--- config.mk ---
export PLATFORM = sky130hd
export DESIGN_NAME = slcan_frame_encoder_top
export DESIGN_NICKNAME = d
export VERILOG_FILES = /design/src/hdl/slcan_pkg.sv /design/src/hdl/slcan_frame_encoder_top.sv /design/src/hdl/slcan_front.sv /design/src/hdl/slcan_queue.sv /design/src/hdl/slcan_back.sv
export SDC_FILE = /design/constraint.sdc
export NUM_CORES = 1
export LEC_CHECK = 0
export BUFFER_PORTS_ARGS = -buffer_cell sky130_fd_sc_hd__buf_4
export CAP_MARGIN = 5
export CORE_UTILIZATION = 36
export DETAILED_ROUTE_END_ITERATION = 7
export PLACE_DENSITY_LB_ADDON = 0.2
export SLEW_MARGIN = 10
export SYNTH_ARGS = -nofsm -noshare
export SYNTH_HDL_FRONTEND = slang
export SYNTH_HIERARCHICAL = 1
export SYNTH_SLANG_ARGS = --single-unit
--- constraint.sdc ---
create_clock -name clock -period 7.85 [get_ports clock]
set_input_delay 0.3925 -clock clock [delete_from_list [all_inputs] [get_ports clock]]
set_output_delay 0.3925 -clock clock [all_outputs]
set_load 0.02 [all_outputs]
--- src/hdl/slcan_pkg.sv ---
// Shared types, constants and the hex digit function of the SLCAN frame encoder.
// No dependencies; every other file takes names from here by scope.
`default_nettype none

package slcan_pkg;

   // Most data bytes that may be printed, and the number of data byte slots in a frame
   localparam logic [3:0] MAX_DATA_BYTES = 4'd8;
   localparam int         NUM_BYTES      = 8;

   // ASCII codes
   localparam logic [6:0] CHAR_EXT = 7'h54;   // 'T'
   localparam logic [6:0] CHAR_STD = 7'h74;   // 't'
   localparam logic [6:0] CHAR_CR  = 7'h0D;   // carriage return
   localparam logic [6:0] CHAR_NUL = 7'h00;

   // Identifier and timestamp digit counters start one below the digit count
   localparam logic [2:0] EXT_ID_TOP = 3'd7;
   localparam logic [2:0] STD_ID_TOP = 3'd2;
   localparam logic [2:0] STAMP_TOP  = 3'd3;

   // One classified frame as it travels through the queue
   typedef struct packed {
      logic                      extended;
      logic [28:0]               identifier;
      logic [3:0]                length_code;
      logic [3:0]                nbytes;
      logic [NUM_BYTES-1:0][7:0] data;
      logic [15:0]               stamp;
   } frame_type;

   // Queue fill status seen by both ends
   typedef struct packed {
      logic full;
      logic empty;
   } queue_status_type;

   // Phases of the character sequencer
   typedef enum logic [2:0] {
      PH_IDLE,
      PH_HEAD,
      PH_ID,
      PH_LEN,
      PH_DATA,
      PH_STAMP,
      PH_CR
   } phase_type;

   // Uppercase hex digit of one nibble
   function automatic logic [6:0] hex_char(input logic [3:0] nibble);
      logic [6:0] wide;
      wide = {3'b000, nibble};
      if (nibble < 4'd10) begin
         hex_char = 7'h30 + wide;
      end else begin
         hex_char = 7'h37 + wide;
      end
   endfunction

endpackage

`default_nettype wire

--- src/hdl/slcan_frame_encoder_top.sv ---
// SLCAN frame encoder: one command beat in, one ASCII character beat per cycle out.
// A run is 6 to 31 characters; the command is stored in the queue, then loaded by the sequencer.
// Frames in the two-entry queue stream with no gap; a dry queue returns the sequencer to idle.
// The sequencer in the back end sets the rate of one character per cycle; the output cannot stall.
// Synchronous reset empties the queue, idles the sequencer and clears timestamp_enable.
// Depends on slcan_pkg, slcan_front, slcan_queue and slcan_back.
`default_nettype none

module slcan_frame_encoder_top (
   input  wire logic        clock,
   input  wire logic        reset,
   input  wire logic        start,
   output logic             busy,
   input  wire logic        req_extended,
   input  wire logic [28:0] req_identifier,
   input  wire logic [3:0]  req_length_code,
   input  wire logic [7:0]  req_byte0,
   input  wire logic [7:0]  req_byte1,
   input  wire logic [7:0]  req_byte2,
   input  wire logic [7:0]  req_byte3,
   input  wire logic [7:0]  req_byte4,
   input  wire logic [7:0]  req_byte5,
   input  wire logic [7:0]  req_byte6,
   input  wire logic [7:0]  req_byte7,
   input  wire logic [15:0] req_stamp,
   input  wire logic        csr_valid,
   output logic             csr_ready,
   input  wire logic        csr_timestamp_enable,
   output logic             rsp_strobe,
   output logic [6:0]       rsp_character,
   output logic             rsp_last
);

   slcan_pkg::queue_status_type status;
   slcan_pkg::frame_type        wr_frame;
   slcan_pkg::frame_type        rd_frame;
   logic                        push;
   logic                        pop;

   slcan_front u_front (
      .start           (start),
      .busy            (busy),
      .req_extended    (req_extended),
      .req_identifier  (req_identifier),
      .req_length_code (req_length_code),
      .req_byte0       (req_byte0),
      .req_byte1       (req_byte1),
      .req_byte2       (req_byte2),
      .req_byte3       (req_byte3),
      .req_byte4       (req_byte4),
      .req_byte5       (req_byte5),
      .req_byte6       (req_byte6),
      .req_byte7       (req_byte7),
      .req_stamp       (req_stamp),
      .status          (status),
      .push            (push),
      .frame           (wr_frame)
   );

   slcan_queue u_queue (
      .clock    (clock),
      .reset    (reset),
      .push     (push),
      .wr_frame (wr_frame),
      .pop      (pop),
      .rd_frame (rd_frame),
      .status   (status)
   );

   slcan_back u_back (
      .clock                (clock),
      .reset                (reset),
      .csr_valid            (csr_valid),
      .csr_ready            (csr_ready),
      .csr_timestamp_enable (csr_timestamp_enable),
      .status               (status),
      .rd_frame             (rd_frame),
      .pop                  (pop),
      .rsp_strobe           (rsp_strobe),
      .rsp_character        (rsp_character),
      .rsp_last             (rsp_last)
   );

endmodule

`default_nettype wire

--- src/hdl/slcan_front.sv ---
// Front end: takes frames on the command port and classifies them for the queue.
// Depends on slcan_pkg.
`default_nettype none

module slcan_front (
   input  wire logic                        start,
   output logic                             busy,
   input  wire logic                        req_extended,
   input  wire logic [28:0]                 req_identifier,
   input  wire logic [3:0]                  req_length_code,
   input  wire logic [7:0]                  req_byte0,
   input  wire logic [7:0]                  req_byte1,
   input  wire logic [7:0]                  req_byte2,
   input  wire logic [7:0]                  req_byte3,
   input  wire logic [7:0]                  req_byte4,
   input  wire logic [7:0]                  req_byte5,
   input  wire logic [7:0]                  req_byte6,
   input  wire logic [7:0]                  req_byte7,
   input  wire logic [15:0]                 req_stamp,
   input  wire slcan_pkg::queue_status_type status,
   output logic                             push,
   output slcan_pkg::frame_type             frame
);

   // Hold off new commands while the queue is full
   assign busy = status.full;
   assign push = start && !status.full;

   // Mask standard identifiers, clamp the byte count, gather the data
   always_comb begin
      frame.extended    = req_extended;
      frame.identifier  = req_extended ? req_identifier
                                       : {17'd0, req_identifier[11:0]};
      frame.length_code = req_length_code;
      frame.nbytes      = (req_length_code > slcan_pkg::MAX_DATA_BYTES)
                          ? slcan_pkg::MAX_DATA_BYTES : req_length_code;
      frame.data[0]     = req_byte0;
      frame.data[1]     = req_byte1;
      frame.data[2]     = req_byte2;
      frame.data[3]     = req_byte3;
      frame.data[4]     = req_byte4;
      frame.data[5]     = req_byte5;
      frame.data[6]     = req_byte6;
      frame.data[7]     = req_byte7;
      frame.stamp       = req_stamp;
   end

endmodule

`default_nettype wire

--- src/hdl/slcan_queue.sv ---
// Two-entry frame queue between the front end and the character sequencer.
// Depends on slcan_pkg.
`default_nettype none

module slcan_queue (
   input  wire logic                 clock,
   input  wire logic                 reset,
   input  wire logic                 push,
   input  wire slcan_pkg::frame_type wr_frame,
   input  wire logic                 pop,
   output slcan_pkg::frame_type      rd_frame,
   output slcan_pkg::queue_status_type status
);

   slcan_pkg::frame_type entry_ff [2];
   logic       wr_ptr_ff, wr_ptr_in;
   logic       rd_ptr_ff, rd_ptr_in;
   logic [1:0] count_ff,  count_in;
   logic       do_push, do_pop;

   assign status.full  = (count_ff == 2'd2);
   assign status.empty = (count_ff == 2'd0);
   assign do_push      = push && !status.full;
   assign do_pop       = pop && !status.empty;
   assign rd_frame     = entry_ff[rd_ptr_ff];

   // Advance pointers and fill count
   always_comb begin
      wr_ptr_in = do_push ? !wr_ptr_ff : wr_ptr_ff;
      rd_ptr_in = do_pop  ? !rd_ptr_ff : rd_ptr_ff;
      count_in  = count_ff;
      if (do_push && !do_pop) begin
         count_in = count_ff + 2'd1;
      end else if (do_pop && !do_push) begin
         count_in = count_ff - 2'd1;
      end
   end

   always_ff @(posedge clock) begin
      if (reset) begin
         wr_ptr_ff <= 1'b0;
         rd_ptr_ff <= 1'b0;
         count_ff  <= 2'd0;
      end else begin
         wr_ptr_ff <= wr_ptr_in;
         rd_ptr_ff <= rd_ptr_in;
         count_ff  <= count_in;
      end
   end

   // Store the incoming frame
   always_ff @(posedge clock) begin
      if (do_push) begin
         entry_ff[wr_ptr_ff] <= wr_frame;
      end
   end

endmodule

`default_nettype wire

--- src/hdl/slcan_back.sv ---
// Back end: character sequencer that spells one queued frame per run, plus the
// timestamp enable register. Depends on slcan_pkg.
`default_nettype none

module slcan_back (
   input  wire logic                        clock,
   input  wire logic                        reset,
   input  wire logic                        csr_valid,
   output logic                             csr_ready,
   input  wire logic                        csr_timestamp_enable,
   input  wire slcan_pkg::queue_status_type status,
   input  wire slcan_pkg::frame_type        rd_frame,
   output logic                             pop,
   output logic                             rsp_strobe,
   output logic [6:0]                       rsp_character,
   output logic                             rsp_last
);

   slcan_pkg::phase_type state_ff, state_in;
   slcan_pkg::frame_type work_ff;
   logic       ts_enable_ff;
   logic [2:0] cnt_ff,  cnt_in;
   logic [2:0] bidx_ff, bidx_in;
   logic       nib_ff,  nib_in;
   logic       load;
   logic       last_byte;
   logic [31:0] id_word;
   logic [7:0]  cur_byte;

   assign csr_ready = 1'b1;

   // Take the next frame when idle or on the closing character
   assign load = ((state_ff == slcan_pkg::PH_IDLE) || (state_ff == slcan_pkg::PH_CR))
                 && !status.empty;
   assign pop  = load;

   assign last_byte = (({1'b0, bidx_ff} + 4'd1) == work_ff.nbytes);
   assign id_word   = {3'b000, work_ff.identifier};
   assign cur_byte  = work_ff.data[bidx_ff];

   // Next phase
   always_comb begin
      state_in = state_ff;
      unique case (state_ff)
         slcan_pkg::PH_IDLE: begin
            if (load) state_in = slcan_pkg::PH_HEAD;
         end
         slcan_pkg::PH_HEAD: begin
            state_in = slcan_pkg::PH_ID;
         end
         slcan_pkg::PH_ID: begin
            if (cnt_ff == 3'd0) state_in = slcan_pkg::PH_LEN;
         end
         slcan_pkg::PH_LEN: begin
            if (work_ff.nbytes != 4'd0) begin
               state_in = slcan_pkg::PH_DATA;
            end else if (ts_enable_ff) begin
               state_in = slcan_pkg::PH_STAMP;
            end else begin
               state_in = slcan_pkg::PH_CR;
            end
         end
         slcan_pkg::PH_DATA: begin
            if (!nib_ff && last_byte) begin
               state_in = ts_enable_ff ? slcan_pkg::PH_STAMP : slcan_pkg::PH_CR;
            end
         end
         slcan_pkg::PH_STAMP: begin
            if (cnt_ff == 3'd0) state_in = slcan_pkg::PH_CR;
         end
         slcan_pkg::PH_CR: begin
            state_in = load ? slcan_pkg::PH_HEAD : slcan_pkg::PH_IDLE;
         end
         default: state_in = slcan_pkg::PH_IDLE;
      endcase
   end

   // Digit, byte and nibble counters
   always_comb begin
      cnt_in  = cnt_ff;
      bidx_in = bidx_ff;
      nib_in  = nib_ff;
      case (state_ff) inside
         slcan_pkg::PH_HEAD: begin
            cnt_in = work_ff.extended ? slcan_pkg::EXT_ID_TOP : slcan_pkg::STD_ID_TOP;
         end
         slcan_pkg::PH_ID, slcan_pkg::PH_STAMP: begin
            cnt_in = cnt_ff - 3'd1;
         end
         slcan_pkg::PH_LEN: begin
            cnt_in  = slcan_pkg::STAMP_TOP;
            bidx_in = 3'd0;
            nib_in  = 1'b1;
         end
         slcan_pkg::PH_DATA: begin
            if (nib_ff) begin
               nib_in = 1'b0;
            end else begin
               nib_in  = 1'b1;
               bidx_in = bidx_ff + 3'd1;
            end
         end
         default: begin
         end
      endcase
   end

   // Character for the current phase
   always_comb begin
      rsp_strobe    = 1'b1;
      rsp_last      = 1'b0;
      rsp_character = slcan_pkg::CHAR_NUL;
      unique case (state_ff)
         slcan_pkg::PH_IDLE: begin
            rsp_strobe = 1'b0;
         end
         slcan_pkg::PH_HEAD: begin
            rsp_character = work_ff.extended ? slcan_pkg::CHAR_EXT : slcan_pkg::CHAR_STD;
         end
         slcan_pkg::PH_ID: begin
            rsp_character = slcan_pkg::hex_char(id_word[{cnt_ff, 2'b00} +: 4]);
         end
         slcan_pkg::PH_LEN: begin
            rsp_character = slcan_pkg::hex_char(work_ff.length_code);
         end
         slcan_pkg::PH_DATA: begin
            rsp_character = slcan_pkg::hex_char(nib_ff ? cur_byte[7:4] : cur_byte[3:0]);
         end
         slcan_pkg::PH_STAMP: begin
            rsp_character = slcan_pkg::hex_char(work_ff.stamp[{cnt_ff[1:0], 2'b00} +: 4]);
         end
         slcan_pkg::PH_CR: begin
            rsp_character = slcan_pkg::CHAR_CR;
            rsp_last      = 1'b1;
         end
         default: begin
            rsp_strobe = 1'b0;
         end
      endcase
   end

   // Control registers
   always_ff @(posedge clock) begin
      if (reset) begin
         state_ff     <= slcan_pkg::PH_IDLE;
         ts_enable_ff <= 1'b0;
      end else begin
         state_ff <= state_in;
         if (csr_valid && csr_ready) begin
            ts_enable_ff <= csr_timestamp_enable;
         end
      end
   end

   // Working frame and counters
   always_ff @(posedge clock) begin
      cnt_ff  <= cnt_in;
      bidx_ff <= bidx_in;
      nib_ff  <= nib_in;
      if (load) begin
         work_ff <= rd_frame;
      end
   end

endmodule

`default_nettype wire

Yosys cells after proc, flatten, opt, wreduce, memory -nomap -nowiden
Memories as Yosys holds them, arrays and structs flattened. A register that Yosys moved wholly into a read port is not among the register bits.
Index checks and enable logic that the tools add are counted.
{"block": "classes", "add_sub_neg": 13, "n_lt_le_gt_ge": 6, "eq_ne": 13, "shifts": 2, "n_mux": 33, "bitwise_logic": 2, "reduce_logical": 27}
{"op": "6-bit by 4-bit adder with 7-bit output (first input constant)", "n": 8}
{"op": "7-bit one-hot mux with 6 select lines", "n": 1}
{"op": "3-bit 2-to-1 mux", "n": 11}
{"op": "32-bit by 6-bit variable part select with 4-bit output", "n": 1}
{"op": "29-bit 2-to-1 mux", "n": 1}
{"op": "7-bit 2-to-1 mux", "n": 4}
{"op": "8-bit binary-select mux with 3-bit select", "n": 1}
{"op": "3-bit one-hot mux with 7 select lines", "n": 1}
{"op": "4-bit less-than comparator (second input constant)", "n": 4}
{"op": "16-bit by 5-bit variable part select with 4-bit output", "n": 1}
{"op": "3-bit equality test (second input constant)", "n": 3}
{"op": "4-bit 2-to-1 mux", "n": 2}
{"op": "8-bit 2-to-1 mux", "n": 1}
{"op": "2-bit by 1-bit != test with 1-bit output (second input constant)", "n": 4}
{"op": "4-bit AND reduction", "n": 2}
{"op": "1-bit logical AND", "n": 7}
{"op": "1-bit zero test", "n": 7}
{"op": "1-bit 2-to-1 mux", "n": 7}
{"op": "3-bit by 2-bit equality test with 1-bit output (second input constant)", "n": 2}
{"op": "3-bit zero test", "n": 2}
{"op": "2-bit 2-to-1 mux", "n": 3}
{"op": "6-bit 2-to-1 mux", "n": 1}
{"op": "6-bit OR reduction", "n": 1}
{"op": "3-bit by 1-bit adder with 4-bit output (second input constant)", "n": 1}
{"op": "18 further kinds", "n": 20}
{"block": "word_totals", "ff_bits": 15, "mem_bits_rw": 236, "inputBits": 119, "out_inout_bits": 11, "wordCells": 105, "memories": 1}
{"memory": "u_queue.entry_ff", "words": 2, "word_bits": 118, "rd": 1, "rd_clocked_by_memory_dff": 1, "wr": 1, "line_no": "slcan_queue.sv:15", "source": "slcan_pkg::frame_type entry_ff [2];"}

Logic depth before layout (Yosys ltp)
Gate-level depths: netlist of run 1.
{"block": "logic_depth", "word_depth": 8, "mapped_depth": 11, "mapped_depth_nobuf": 11}

Modules after synthesis
The synthesis of run 1 kept the hierarchy.
{"mod": "slcan_queue", "n_inst": 1, "cells_per_inst": 392, "area_per_inst_um2": 8798.4, "seq_area_each_um2": 7186.9}
{"mod": "slcan_back", "n_inst": 1, "cells_per_inst": 360, "area_per_inst_um2": 5729.2, "seq_area_each_um2": 3833.7}
{"mod": "slcan_front", "n_inst": 1, "cells_per_inst": 121, "area_per_inst_um2": 898.4, "seq_area_each_um2": 0.0}

Worst setup path before layout of run 1
No wires, ideal clock.
{"block": "synth_timing", "path_kind": "reg2reg", "start": "register u_back.state_ff[0]", "end": "register u_queue.count_ff[1]", "setup_time_ns": 0.070, "arrival_ns": 8.160, "required_time_ns": 7.780, "path_slack_ns": -0.380, "path_stages_with_launch": 11, "n_path_buf": 0, "period_less_slack_ns": 8.230, "path_cell_list": "dfxtp_1 inv_1 ha_1 inv_1 nor2_1 a21oi_1 nor2_1 o21ai_0 ha_1 or3_1 a21oi_1"}
{"block": "synth_via", "elab_chain_cells": 7, "elab_cells_between_ends": 10, "classes_between": "eq/ne: 1; mux: 1; reduce/logical: 8"}
{"item": "start, declared", "line_no": "slcan_back.sv:19", "source": "slcan_pkg::phase_type state_ff, state_in;"}
{"item": "start signal, assigned", "line_no": "slcan_back.sv:145", "source": "state_ff <= slcan_pkg::PH_IDLE;"}
{"item": "start signal, assigned", "line_no": "slcan_back.sv:148", "source": "state_ff <= state_in;"}
{"item": "3-bit equality test / 3-bit zero test (equally long branches)", "line_no": "slcan_back.sv:33", "source": "assign load = ((state_ff == slcan_pkg::PH_IDLE) || (state_ff == slcan_pkg::PH_CR))"}
{"item": "1-bit logical OR (*)", "line_no": "slcan_back.sv:33"}
{"item": "1-bit logical AND (*)", "line_no": "slcan_back.sv:34", "source": "&& !status.empty;"}
{"item": "via pop", "line_no": "slcan_frame_encoder_top.sv:38", "source": "logic pop;"}
{"item": "1-bit logical AND (*)", "line_no": "slcan_queue.sv:24", "source": "assign do_pop = pop && !status.empty;"}
{"item": "1-bit zero test", "line_no": "slcan_queue.sv:32", "source": "if (do_push && !do_pop) begin"}
{"item": "1-bit logical AND", "line_no": "slcan_queue.sv:32"}
{"item": "2-bit 2-to-1 mux / 2-bit nonzero test (equally long branches)"}
{"item": "end signal, assigned", "line_no": "slcan_queue.sv:47", "source": "count_ff <= count_in;"}
{"item": "end, declared", "line_no": "slcan_queue.sv:18", "source": "logic [1:0] count_ff, count_in;"}
Mark *: on every way through the listed nets, which the timed path passes. The rest lies on a longest branch.
A chain may end at the register's enable or synchronous reset.

Worst setup path in the final report of run 1
{"block": "layout_timing", "start": "register u_back.cnt_ff[0]", "end": "output rsp_character[6]"}
{"block": "layout_via", "elab_chain_cells": 4, "elab_cells_between_ends": 11, "classes_between": "add/sub: 4; order compare: 2; shift: 2; mux: 3"}
{"item": "start, declared", "line_no": "slcan_back.sv:22", "source": "logic [2:0] cnt_ff, cnt_in;"}
{"item": "start signal, assigned", "line_no": "slcan_back.sv:157", "source": "cnt_ff <= cnt_in;"}
{"item": "32-bit by 6-bit variable part select with 4-bit output / 16-bit by 5-bit variable part select with 4-bit output (equally long branches)", "line_no": "slcan_back.sv:121, slcan_back.sv:130"}
{"item": "6-bit by 4-bit adder with 7-bit output, or another cell as far along", "line_no": "slcan_pkg.sv:56", "source": "hex_char = 7'h37 + wide;"}
{"item": "7-bit 2-to-1 mux", "line_no": "slcan_pkg.sv:53", "source": "if (nibble < 4'd10) begin"}
{"item": "7-bit one-hot mux with 6 select lines (*)", "line_no": "slcan_back.sv:113", "source": "unique case (state_ff)"}
{"item": "end, declared", "line_no": "slcan_frame_encoder_top.sv:30", "source": "output logic [6:0] rsp_character,"}
Every way passes the cells marked *; elsewhere a longest branch is shown, timed or not.

==> run_results.csv, run 1 <==
group,metric,value,unit
routing,route.vias.total,7061,
cts,postCtsSetupRepairBufs,0,
floorplan,dieWidth,209,um
min_path,hold_path_startpoint,"req_byte1[2]",
cts,insertion_delay,0.53,ns
global_routing,groute.usage.overall,13.4,%
logic_synthesis,ys_seq_area_share,71.4,%
placed_design,routabilityCongestion,0.844,
placed_design,pre_cts_ws,4.39,ns
setup_path,arrival,3.57,ns
cts,cts_resized,0,
floorplan,pin_count,130,
cts,clkTransAtPathRegs,0.06,ns
sta,setup_tns,0,ns
routing,wl,28800,um
power,power.density,351,nW/um2
routing,avgRoutedWirePerCell,19.3,um
sta,relSlewSlack,27.9,%
setup_path,rrSetupSlack,4.44,ns
setup_path,critPathKind,"flop to output pin",
setup_path,cp_slowest_cell,"edfxtp_1",
sta,layout_worst_path_cycle_share,50.5,%
placed_design,detailed_place_hpwl,18100,um
floorplan,fp-row-count,75,
global_routing,grt_overflow,0,
floorplan,dieArea,43700,um2
logic_synthesis,syn-cell-area,15400,um2
outcome,status,"complete, no violations",
min_path,hold_class,"primary input to flop",
routing,drtPass1Iterations,4,
setup_path,crit_fanout,19,
cts,clock_path_buffers,3,
global_routing,grt_pass1_vias,7423,
cts,cts_hold_buf,0,
setup_path,cp_data_required_time,7.46,ns
sta,finalWorstSetupSlack,3.89,ns
global_routing,grt_max_degree,69,
logic_synthesis,synthesis.instances,873,
cts,numCtsBuffers,39,
sta,hold_viol_final,0,
logic_synthesis,synth_edf_count,361,
power,p_leak,5.97,nW
cts,root_buffer,"clkbuf_16",
logic_synthesis,ys_ff_latch,370,
logic_synthesis,syn_area_per_cell,17.7,um2
setup_path,cp-end-kind,"output pin",
layout,drive_above_1_share,38.3,%
sta,finalMaxSlewViolations,0,
logic_synthesis,ys_types,52,
routing,first_iter_violations,376,
sta,period_needed,3.96,ns
floorplan,die_h,209,um
sta,rsz0062_at_grt,"false",
setup_path,crit_start,"u_back/cnt_ff[0]",
logic_synthesis,syn_nets,1004,
cts,clock_sinks,370,
global_routing,grt_pass1_wl,43900,um
sta,fin_worst_skew,0.0147,ns
sta,tightest_slew,1.08,ns
layout,finalNetCount,1052,
placed_design,port_buffers,128,
sta,fmax,252,MHz
logic_synthesis,synthFlopType,"edfxtp_1",
setup_path,critical-path-max-stage-delay,0.94,ns
power,vdd_ir_drop_max,183,uV
global_routing,antenna_found_initial,1,
logic_synthesis,yosysWarningCount,6,
sta,finalSetupViolCount,0,
job,maxCapViolations,0,
floorplan,initial_core_util,36.6,%
routing,final_antenna_net_count,0,
logic_synthesis,async_flop_share,0,%
cts,tritoncts,"built",
routing,drc_errors,0,
cts,htreeDepth,2,
setup_path,path_cells,"mux4_2, mux2i_1, ha_1, inv_1, a211oi_1, a21oi_1, a32oi_1, o211ai_1, buf_4",
setup_path,critPathLaunchType,"flop",
floorplan,core-area,42100,um2
layout,syn_to_final_growth,12.6,%
power,finalPower,6.09,mW
routing,drt-vias-per-instance,4.74,
setup_path,r2r-start,"u_back/state_ff[2]",
-- stage by stage --
stage	area (um2)	std cells	hold WS, ns	util [%]
after floorplan	15400	873	0.452	-
after global placement	16200	1419	0.472	38.4
after detailed placement	16200	1419	0.487	38.4
after CTS	17400	1488	0.00916	41.2
after global routing	17400	1488	0.0134	41.2
final	17400	1489	0.0367	41.2
-- cells by family after synthesis --
group           synth area share (%)
simple gates                    3.92
xor+xnor                       0.681
buf+inv                         6.43
other cells                   0.0243
fa+ha+maj                      0.973
mux                             13.7
compound gates                  2.81
flops                           71.4
-- final cells by class --
| class | count | area (um2) |
|---|---|---|
| multi-input combinational | 358 | 3420 |
| antenna | 1 | 2.50 |
| tap | 539 | 674 |
| clock inverter | 23 | 146 |
| fill | 3763 | 24800 |
| clock buffer | 46 | 1020 |
| inverter | 18 | 70.1 |
| sequential | 370 | 11000 |
| timing repair buffer | 134 | 1010 |
-- synthesized netlist by cell type, drive strengths merged (2+ instances only) --
master | instances | area (um2)
a211oi | 6 | 45.0
a21bo | 2 | 20.0
a21oi | 19 | 95.1
a221oi | 3 | 26.3
a22oi | 2 | 20.0
and2 | 21 | 148
buf | 121 | 902
clkbuf | 6 | 22.5
dfxtp | 9 | 180
edfxtp | 361 | 10800
ha | 12 | 150
inv | 18 | 67.6
mux2 | 122 | 1450
mux2i | 6 | 60.1
mux4 | 27 | 608
nand2 | 26 | 97.6
nand3 | 7 | 45.0
nand3b | 4 | 30.0
nand4 | 2 | 12.5
nor2 | 21 | 78.8
nor2b | 14 | 90.1
nor3 | 2 | 10.0
o211ai | 4 | 30.0
o21ai | 19 | 98.8
o22ai | 4 | 25.0
or2 | 4 | 25.0
or3 | 6 | 37.5
or4 | 2 | 15.0
xnor2 | 5 | 43.8
xor2 | 7 | 61.3
-- sequential cells by signal, indices dropped and copies added, names as in the netlist, named ones only --
register and flops:
u_queue/count_ff 2, u_back/bidx_ff 3, u_back/id_word 29, u_back/ts_enable_ff 1, u_queue/wr_ptr_ff 1, u_back/work_ff 89
u_queue/entry_ff 236, u_queue/rd_ptr_ff 1, u_back/state_ff 3, u_back/cnt_ff 3, u_back/nib_ff 1
-- per-layer routing --
metal / vias to the layer above / part of all wire (%) / GRT usage [%]
li1: 3333 / - / -
met1: 3550 / 46 / 18.2
met2: 139 / 47 / 21.3
met3: 39 / 4.3 / 2.83
met4: 0 / 2.0 / 4.44
met5: - / 0 / 0
-- where the power goes --
part / switching (mW) / internal (mW)
sequential: 0.209 / 2.82
clock: 0.726 / 0.965
combinational: 0.775 / 0.593
-- worst paths after layout --
check	depth (start not counted)	to
worst max-delay path	9	rsp_character[6]
worst min-delay path	1	u_queue/entry_ff[1][26]
worst max register to register	6	u_back/work_ff[71]
worst min register to register	2	flop
-- placed cells by master, fill, tap and decap left out, drive strengths merged, types with 2 or more instances in the layout --
cell	n
o21ai	19
a21bo	2
nand3b	4
or3	6
clkinv	20
nand4	2
nor3	2
mux2	122
nor2	21
xor2	7
o211ai	4
nor2b	14
and2	21
inv	19
nand3	7
a211oi	6
edfxtp	361
dfxtp	9
nand2	26
a221oi	3
or4	2
buf	134
or2	4
mux2i	6
clkbuf	46
ha	12
xnor2	5
mux4	27
o22ai	4
a21oi	19
a22oi	2
-- critical path, delay by kind of cell, from the launching register on --
family	cells	cell delay, ns
adder cells (fa/ha/maj)	1	0.24
AO/OA/AOI/OAI	4	0.66
flip-flops	1	0.94
buffers and inverters	2	0.27
multiplexers	2	0.93
Note: power is estimated with default switching activity, not from simulation.
==> run 2: changes to the inputs <==
==> constraint.sdc (replaced) <==
create_clock -name clock -period 3.7 [get_ports clock]
set_input_delay 0.185 -clock clock [delete_from_list [all_inputs] [get_ports clock]]
set_output_delay 0.185 -clock clock [all_outputs]
set_load 0.02 [all_outputs]
==> run_results.csv, run 2 (synthesis results as in run 1) <==
group,metric,value,unit
floorplan,pin_count,130,
floorplan,dieWidth,209,um
floorplan,die_h,209,um
layout,syn_to_final_growth,22.7,%
routing,final_antenna_net_count,0,
placed_design,placed_cell_area,16400,um2
cts,tritoncts,"built",
layout,design_area,18900,um2
setup_path,critPathBufInv,4,
layout,fillCellCount,3655,
global_routing,grt_overflow,0,
global_routing,groute.usage.overall,13.9,%
sta,hold_viol_final,0,
global_routing,top_usage_layer,"met2",
sta,finalMaxSlewViolations,0,
power,finalPower,13.5,mW
setup_path,critical-path-max-stage-delay,0.56,ns
routing,drtPass1Iterations,5,
layout,layout_commonest_cell,"edfxtp_1",
power,combinationalPowerShare,23.5,%
power,power.density,715,nW/um2
cts,insertion_delay,0.54,ns
global_routing,grt_pass1_wl,46700,um
layout,largest_register,"u_queue/entry_ff",
floorplan,core-area,42100,um2
cts,cts_resized,0,
layout,drive_above_1_share,36.3,%
power,p_seq_share,47.4,%
sta,period_needed,3.43,ns
setup_path,path_cells,"buf_4, mux4_2, mux4_2, inv_1, ha_1, inv_1, a21oi_1, o21ai_0, o2111ai_1, buf_4",
job,maxCapViolations,0,
setup_path,arrival,3.24,ns
routing,drt-vias-per-instance,4.69,
floorplan,initial_core_util,36.6,%
setup_path,crit_start,"u_back/bidx_ff[0]",
sta,tightest_slew,0.905,ns
sta,whs,0.224,ns
cts,htreeDepth,2,
setup_path,cp-end-kind,"output pin",
setup_path,crit_path_end,"rsp_character[4]",
sta,rsz0062_at_grt,"false",
global_routing,grt_max_degree,119,
setup_path,r2r-end,"u_queue/entry_ff[0][7]",
routing,first_iter_violations,451,
routing,drc_errors,0,
global_routing,grt_use_met2,22.4,%
sta,layout_worst_path_cycle_share,92.6,%
routing,wl,29700,um
global_routing,grt_use_met1,19.1,%
setup_path,cp_slowest_cell,"mux4_2",
outcome,status,"complete, no violations",
cts,root_buffer,"clkbuf_16",
setup_path,path_delay_family,"multiplexers",
sta,relSlewSlack,39.7,%
floorplan,fp-row-count,75,
sta,fin_worst_skew,0.0153,ns
global_routing,antenna_found_initial,1,
floorplan,dieArea,43700,um2
routing,avgRoutedWirePerCell,18.3,um
sta,finalSetupViolCount,0,
cts,clock_sinks,370,
routing,route.vias.total,7641,
global_routing,grt_pass1_vias,7963,
placed_design,detailed_place_hpwl,18800,um
setup_path,critPathLaunchType,"flop",
cts,numCtsBuffers,41,
sta,fmax,292,MHz
setup_path,cp_data_required_time,3.51,ns
setup_path,r2r-start,"u_queue/count_ff[1]",
power,p_sw_share,27.8,%
power,internal-power,9.78,mW
placed_design,port_buffers,128,
power,p_leak,6.63,nW
power,clkPwrFrac,29.1,%
setup_path,cp_num_cells,10,
layout,largest_reg_flops,236,
cts,clkTransAtPathRegs,0.06,ns
min_path,hold_class,"primary input to flop",
setup_path,rrSetupSlack,1.05,ns
setup_path,crit_fanout,21,
layout,layout_common_cells,"361 x edfxtp_1, 144 x buf_4, 117 x dlygate4sd3_1, 99 x mux2_2, 41 x clkbuf_16",
power,vdd_ir_drop_max,434,uV
sta,setup_tns,0,ns
layout,finalNetCount,1188,
setup_path,worst-r2r-cell-count,7,
setup_path,critPathKind,"flop to output pin",
power,power.switching,3.76,mW
placed_design,routabilityCongestion,0.955,
global_routing,use_met3,2.46,%
cts,clock_path_buffers,3,
==> run 2: cell count changes in the layout (fill, tap and decap cells not counted), moves of 3 or more <==
| cell | delta |
|---|---|
| dlygate4sd3_1 | +117 |
| buf_4 | +10 |
| buf_12 | +7 |
| bufinv_16 | +3 |
| clkinv_1 | -3 |
==> run 2: timing repair <==
item | 4_1_cts | 5_1_grt
setup endpoints to repair | 0 | 3
hold endpoints to repair | 245 | 0
buffers inserted | 0 | 8
hold buffers | 117 | 0
==> run 2: cell type report <==
class | count | area [um2] | share of cell area (%)
sequential | 370 | 11000 | 58.3
clock inverter | 26 | 251 | 1.33
multi-input combinational | 358 | 3450 | 18.2
clock buffer | 49 | 1060 | 5.58
tap | 539 | 674 | 3.56
antenna | 1 | 2.50 | 0.0132
inverter | 18 | 73.8 | 0.390
timing repair buffer | 268 | 2390 | 12.6
==> run 2: worst reg2reg max path, delay by kind of cell, from the launching register on <==
kind                   cells  cell delay [ns]
and+or+nand+nor            3             0.72
buffers and inverters      4             1.25
DFF                        1             0.34
==> run 2: worst min-delay path by stage <==
stage | startpoint | to | cells after the start
CTS | start | u_queue/wr_ptr_ff | 5
finish | start | u_queue/wr_ptr_ff | 5
detailed placement | req_identifier[10] | u_queue/entry_ff[0][98] | 1
global route | start | u_queue/wr_ptr_ff | 5
global placement | req_byte4[2] | u_queue/entry_ff[0][50] | 1
floorplan | reset | u_back/state_ff[1] | 1
==> run 2: power by group through the flow <==
stage / sequential, mW / clock (mW) / combinational, mW
2_1_floorplan: 6.29 / 0 / 2.33
3_3_place_gp: 6.54 / 0 / 3.06
3_5_place_dp: 6.53 / 0 / 3.08
4_1_cts: 6.46 / 4.07 / 3.20
5_1_grt: 6.53 / 4.21 / 3.50
6_report: 6.42 / 3.94 / 3.18
==> run 2: metrics by stage <==
stage,util [%],instances,worst slack [ns]
finish,44.9,1629,0.274
global route,44.9,1628,0.0329
detailed placement,38.8,1428,0.672
floorplan,-,873,-0.341
CTS,44.7,1620,0.0820
global placement,38.8,1428,0.724
==> run 2: metal layers <==
layer	up-vias	routed length (um)
li1	3613	-
met2	154	14300
met3	46	1290
met5	-	0
met4	0	656
met1	3828	13500
==> run 3: changes to the inputs <==
--- a/config.mk
+++ b/config.mk
@@ -7,7 +7,9 @@
 export LEC_CHECK = 0
 export BUFFER_PORTS_ARGS = -buffer_cell sky130_fd_sc_hd__buf_4
 export CAP_MARGIN = 5
-export CORE_UTILIZATION = 36
+export CELL_PAD_IN_SITES_DETAIL_PLACEMENT = 0
+export CELL_PAD_IN_SITES_GLOBAL_PLACEMENT = 1
+export CORE_UTILIZATION = 50
 export DETAILED_ROUTE_END_ITERATION = 7
 export PLACE_DENSITY_LB_ADDON = 0.2
 export SLEW_MARGIN = 10
==> constraint.sdc (replaced) <==
create_clock -name clock -period 4.17 [get_ports clock]
set_input_delay 0.2085 -clock clock [delete_from_list [all_inputs] [get_ports clock]]
set_output_delay 0.2085 -clock clock [all_outputs]
set_load 0.02 [all_outputs]
==> run_results.csv, run 3 (synthesis results as in run 1) <==
group,metric,value,unit
setup_path,critPathBufInv,3,
setup_path,crit_start,"u_back/bidx_ff[0]",
layout,layout_common_cells,"361 x edfxtp_1, 134 x buf_4, 110 x dlygate4sd3_1, 99 x mux2_2, 40 x clkbuf_16",
routing,drt-vias-per-instance,5.13,
setup_path,arrival,3.56,ns
routing,avgRoutedWirePerCell,18.1,um
layout,drive_above_1_share,35.4,%
routing,final_antenna_net_count,0,
routing,first_iter_violations,417,
power,power.density,639,nW/um2
outcome,status,"complete, no violations",
sta,relSlewSlack,21.5,%
setup_path,r2r-start,"u_back/bidx_ff[1]",
floorplan,dieArea,31600,um2
global_routing,grt_pass1_vias,7713,
job,maxCapViolations,0,
min_path,hold_depth,2,
layout,layout_commonest_cell,"edfxtp_1",
floorplan,die_h,178,um
floorplan,initial_core_util,51.4,%
global_routing,grt_max_degree,119,
cts,clkTransAtPathRegs,0.06,ns
layout,finish.utilization,61.6,%
placed_design,detailed_place_hpwl,16700,um
setup_path,r2r-end,"u_back/state_ff[0]",
power,internal-power,8.61,mW
routing,drtPass1Iterations,5,
power,clkPwrFrac,29.1,%
layout,largest_register,"u_queue/entry_ff",
setup_path,crit_fanout,11,
power,combinationalPowerShare,22.5,%
cts,clock_sinks,370,
power,vdd_ir_drop_max,451,uV
floorplan,pin_count,130,
cts,root_buffer,"clkbuf_16",
power,p_seq_share,48.4,%
sta,period_needed,3.77,ns
setup_path,worst-r2r-cell-count,6,
routing,route.vias.total,7464,
global_routing,grt_overflow,0,
setup_path,crit_path_end,"rsp_character[1]",
sta,layout_worst_path_cycle_share,90.3,%
placed_design,dp.cells,1273,
setup_path,path_cells,"buf_4, mux4_2, mux4_2, inv_1, ha_1, a211oi_1, or4_1, buf_4",
cts,insertion_delay,0.52,ns
setup_path,critical-path-max-stage-delay,0.71,ns
sta,rsz0062_at_grt,"false",
sta,setup_tns,0,ns
layout,finalNetCount,1165,
global_routing,antenna_found_initial,0,
layout,syn_to_final_growth,19.9,%
layout,largest_reg_flops,236,
power,power.switching,3.21,mW
sta,fin_worst_skew,0.0174,ns
setup_path,cp_num_cells,8,
setup_path,rrSetupSlack,0.87,ns
power,p_sw_share,27.1,%
cts,tritoncts,"built",
sta,fmax,266,MHz
floorplan,core-area,30000,um2
floorplan,dieWidth,178,um
setup_path,cp_data_required_time,3.96,ns
global_routing,groute.usage.overall,17.3,%
layout,diodes,0,
setup_path,critPathKind,"flop to output pin",
setup_path,cp_slowest_cell,"edfxtp_1",
placed_design,routabilityCongestion,0.894,
cts,htreeDepth,2,
sta,finalSetupViolCount,0,
routing,wl,26400,um
setup_path,path_delay_family,"multiplexers",
sta,hold_viol_final,0,
min_path,hold_class,"primary input to flop",
setup_path,cp-end-kind,"output pin",
cts,clock_path_buffers,3,
sta,tightest_slew,1.18,ns
power,p_leak,6.51,nW
routing,drc_errors,0,
setup_path,critPathLaunchType,"flop",
placed_design,port_buffers,128,
sta,finalMaxSlewViolations,0,
power,finalPower,11.8,mW
floorplan,fp-row-count,63,
layout,layout.cells.non_filler,1455,
cts,numCtsBuffers,39,
global_routing,grt_pass1_wl,41400,um
[run 3: worst min path at each step]
stage / slack, ns / startpoint / endpoint
after floorplan: 0.28 / reset / u_back/state_ff[2]
after global placement: 0.39 / req_stamp[3] / u_queue/entry_ff[0][3]
after detailed placement: 0.40 / req_identifier[2] / u_queue/entry_ff[1][90]
after CTS: 0.006 / req_identifier[14] / u_queue/entry_ff[0][102]
after global routing: 0.01 / req_identifier[14] / u_queue/entry_ff[0][102]
final: 0.02 / req_identifier[14] / u_queue/entry_ff[0][102]
[run 3: power by group through the flow]
stage | Sequential, mW | Combinational [mW] | Clock [mW]
2_1_floorplan | 5.60 | 2.06 | 0
4_1_cts | 5.73 | 2.71 | 3.52
3_3_place_gp | 5.79 | 2.53 | 0
3_5_place_dp | 5.80 | 2.60 | 0
5_1_grt | 5.81 | 2.91 | 3.66
6_report | 5.72 | 2.66 | 3.44
[run 3: layout make-up]
type,count,area [um2]
repair buffers,247,2170
multi-input cells,358,3440
clock buffers,42,1010
inverters,18,70.1
clock inverters,30,292
flip-flops and latches,370,11000
well taps,390,488
fillers,2158,11500
[run 3: through the flow]
stage / setup WS (ns) / hold WS (ns) / cell area (um2)
final: 0.405 / 0.0248 / 18500
after global routing: 0.184 / 0.0102 / 18500
after CTS: 0.312 / 0.00583 / 18500
after detailed placement: 0.764 / 0.396 / 16100
after global placement: 0.881 / 0.394 / 16100
after floorplan: 0.0198 / 0.278 / 15400
[run 3: timing repair]
action,in CTS,in global routing
gates resized for setup,0,0
endpoints found under the hold margin,223,0
setup buffers,0,0
hold buffers,110,0
[run 3: worst reg2reg max path, stage by stage (launching register included)]
cell	delay, ns
edfxtp_1	0.91
ha_1	0.35
xor2_1	0.09
or3_1	0.30
a2111oi_0	0.80
o22ai_1	0.32
o311a_1	0.41
[run 3: layer usage]
layer | global-route usage [%] | share of wire, %
met5 | 0 | 0
met3 | 3.15 | 4.3
met1 | 24.1 | 45
met2 | 28.1 | 49
met4 | 4.52 | 1.5
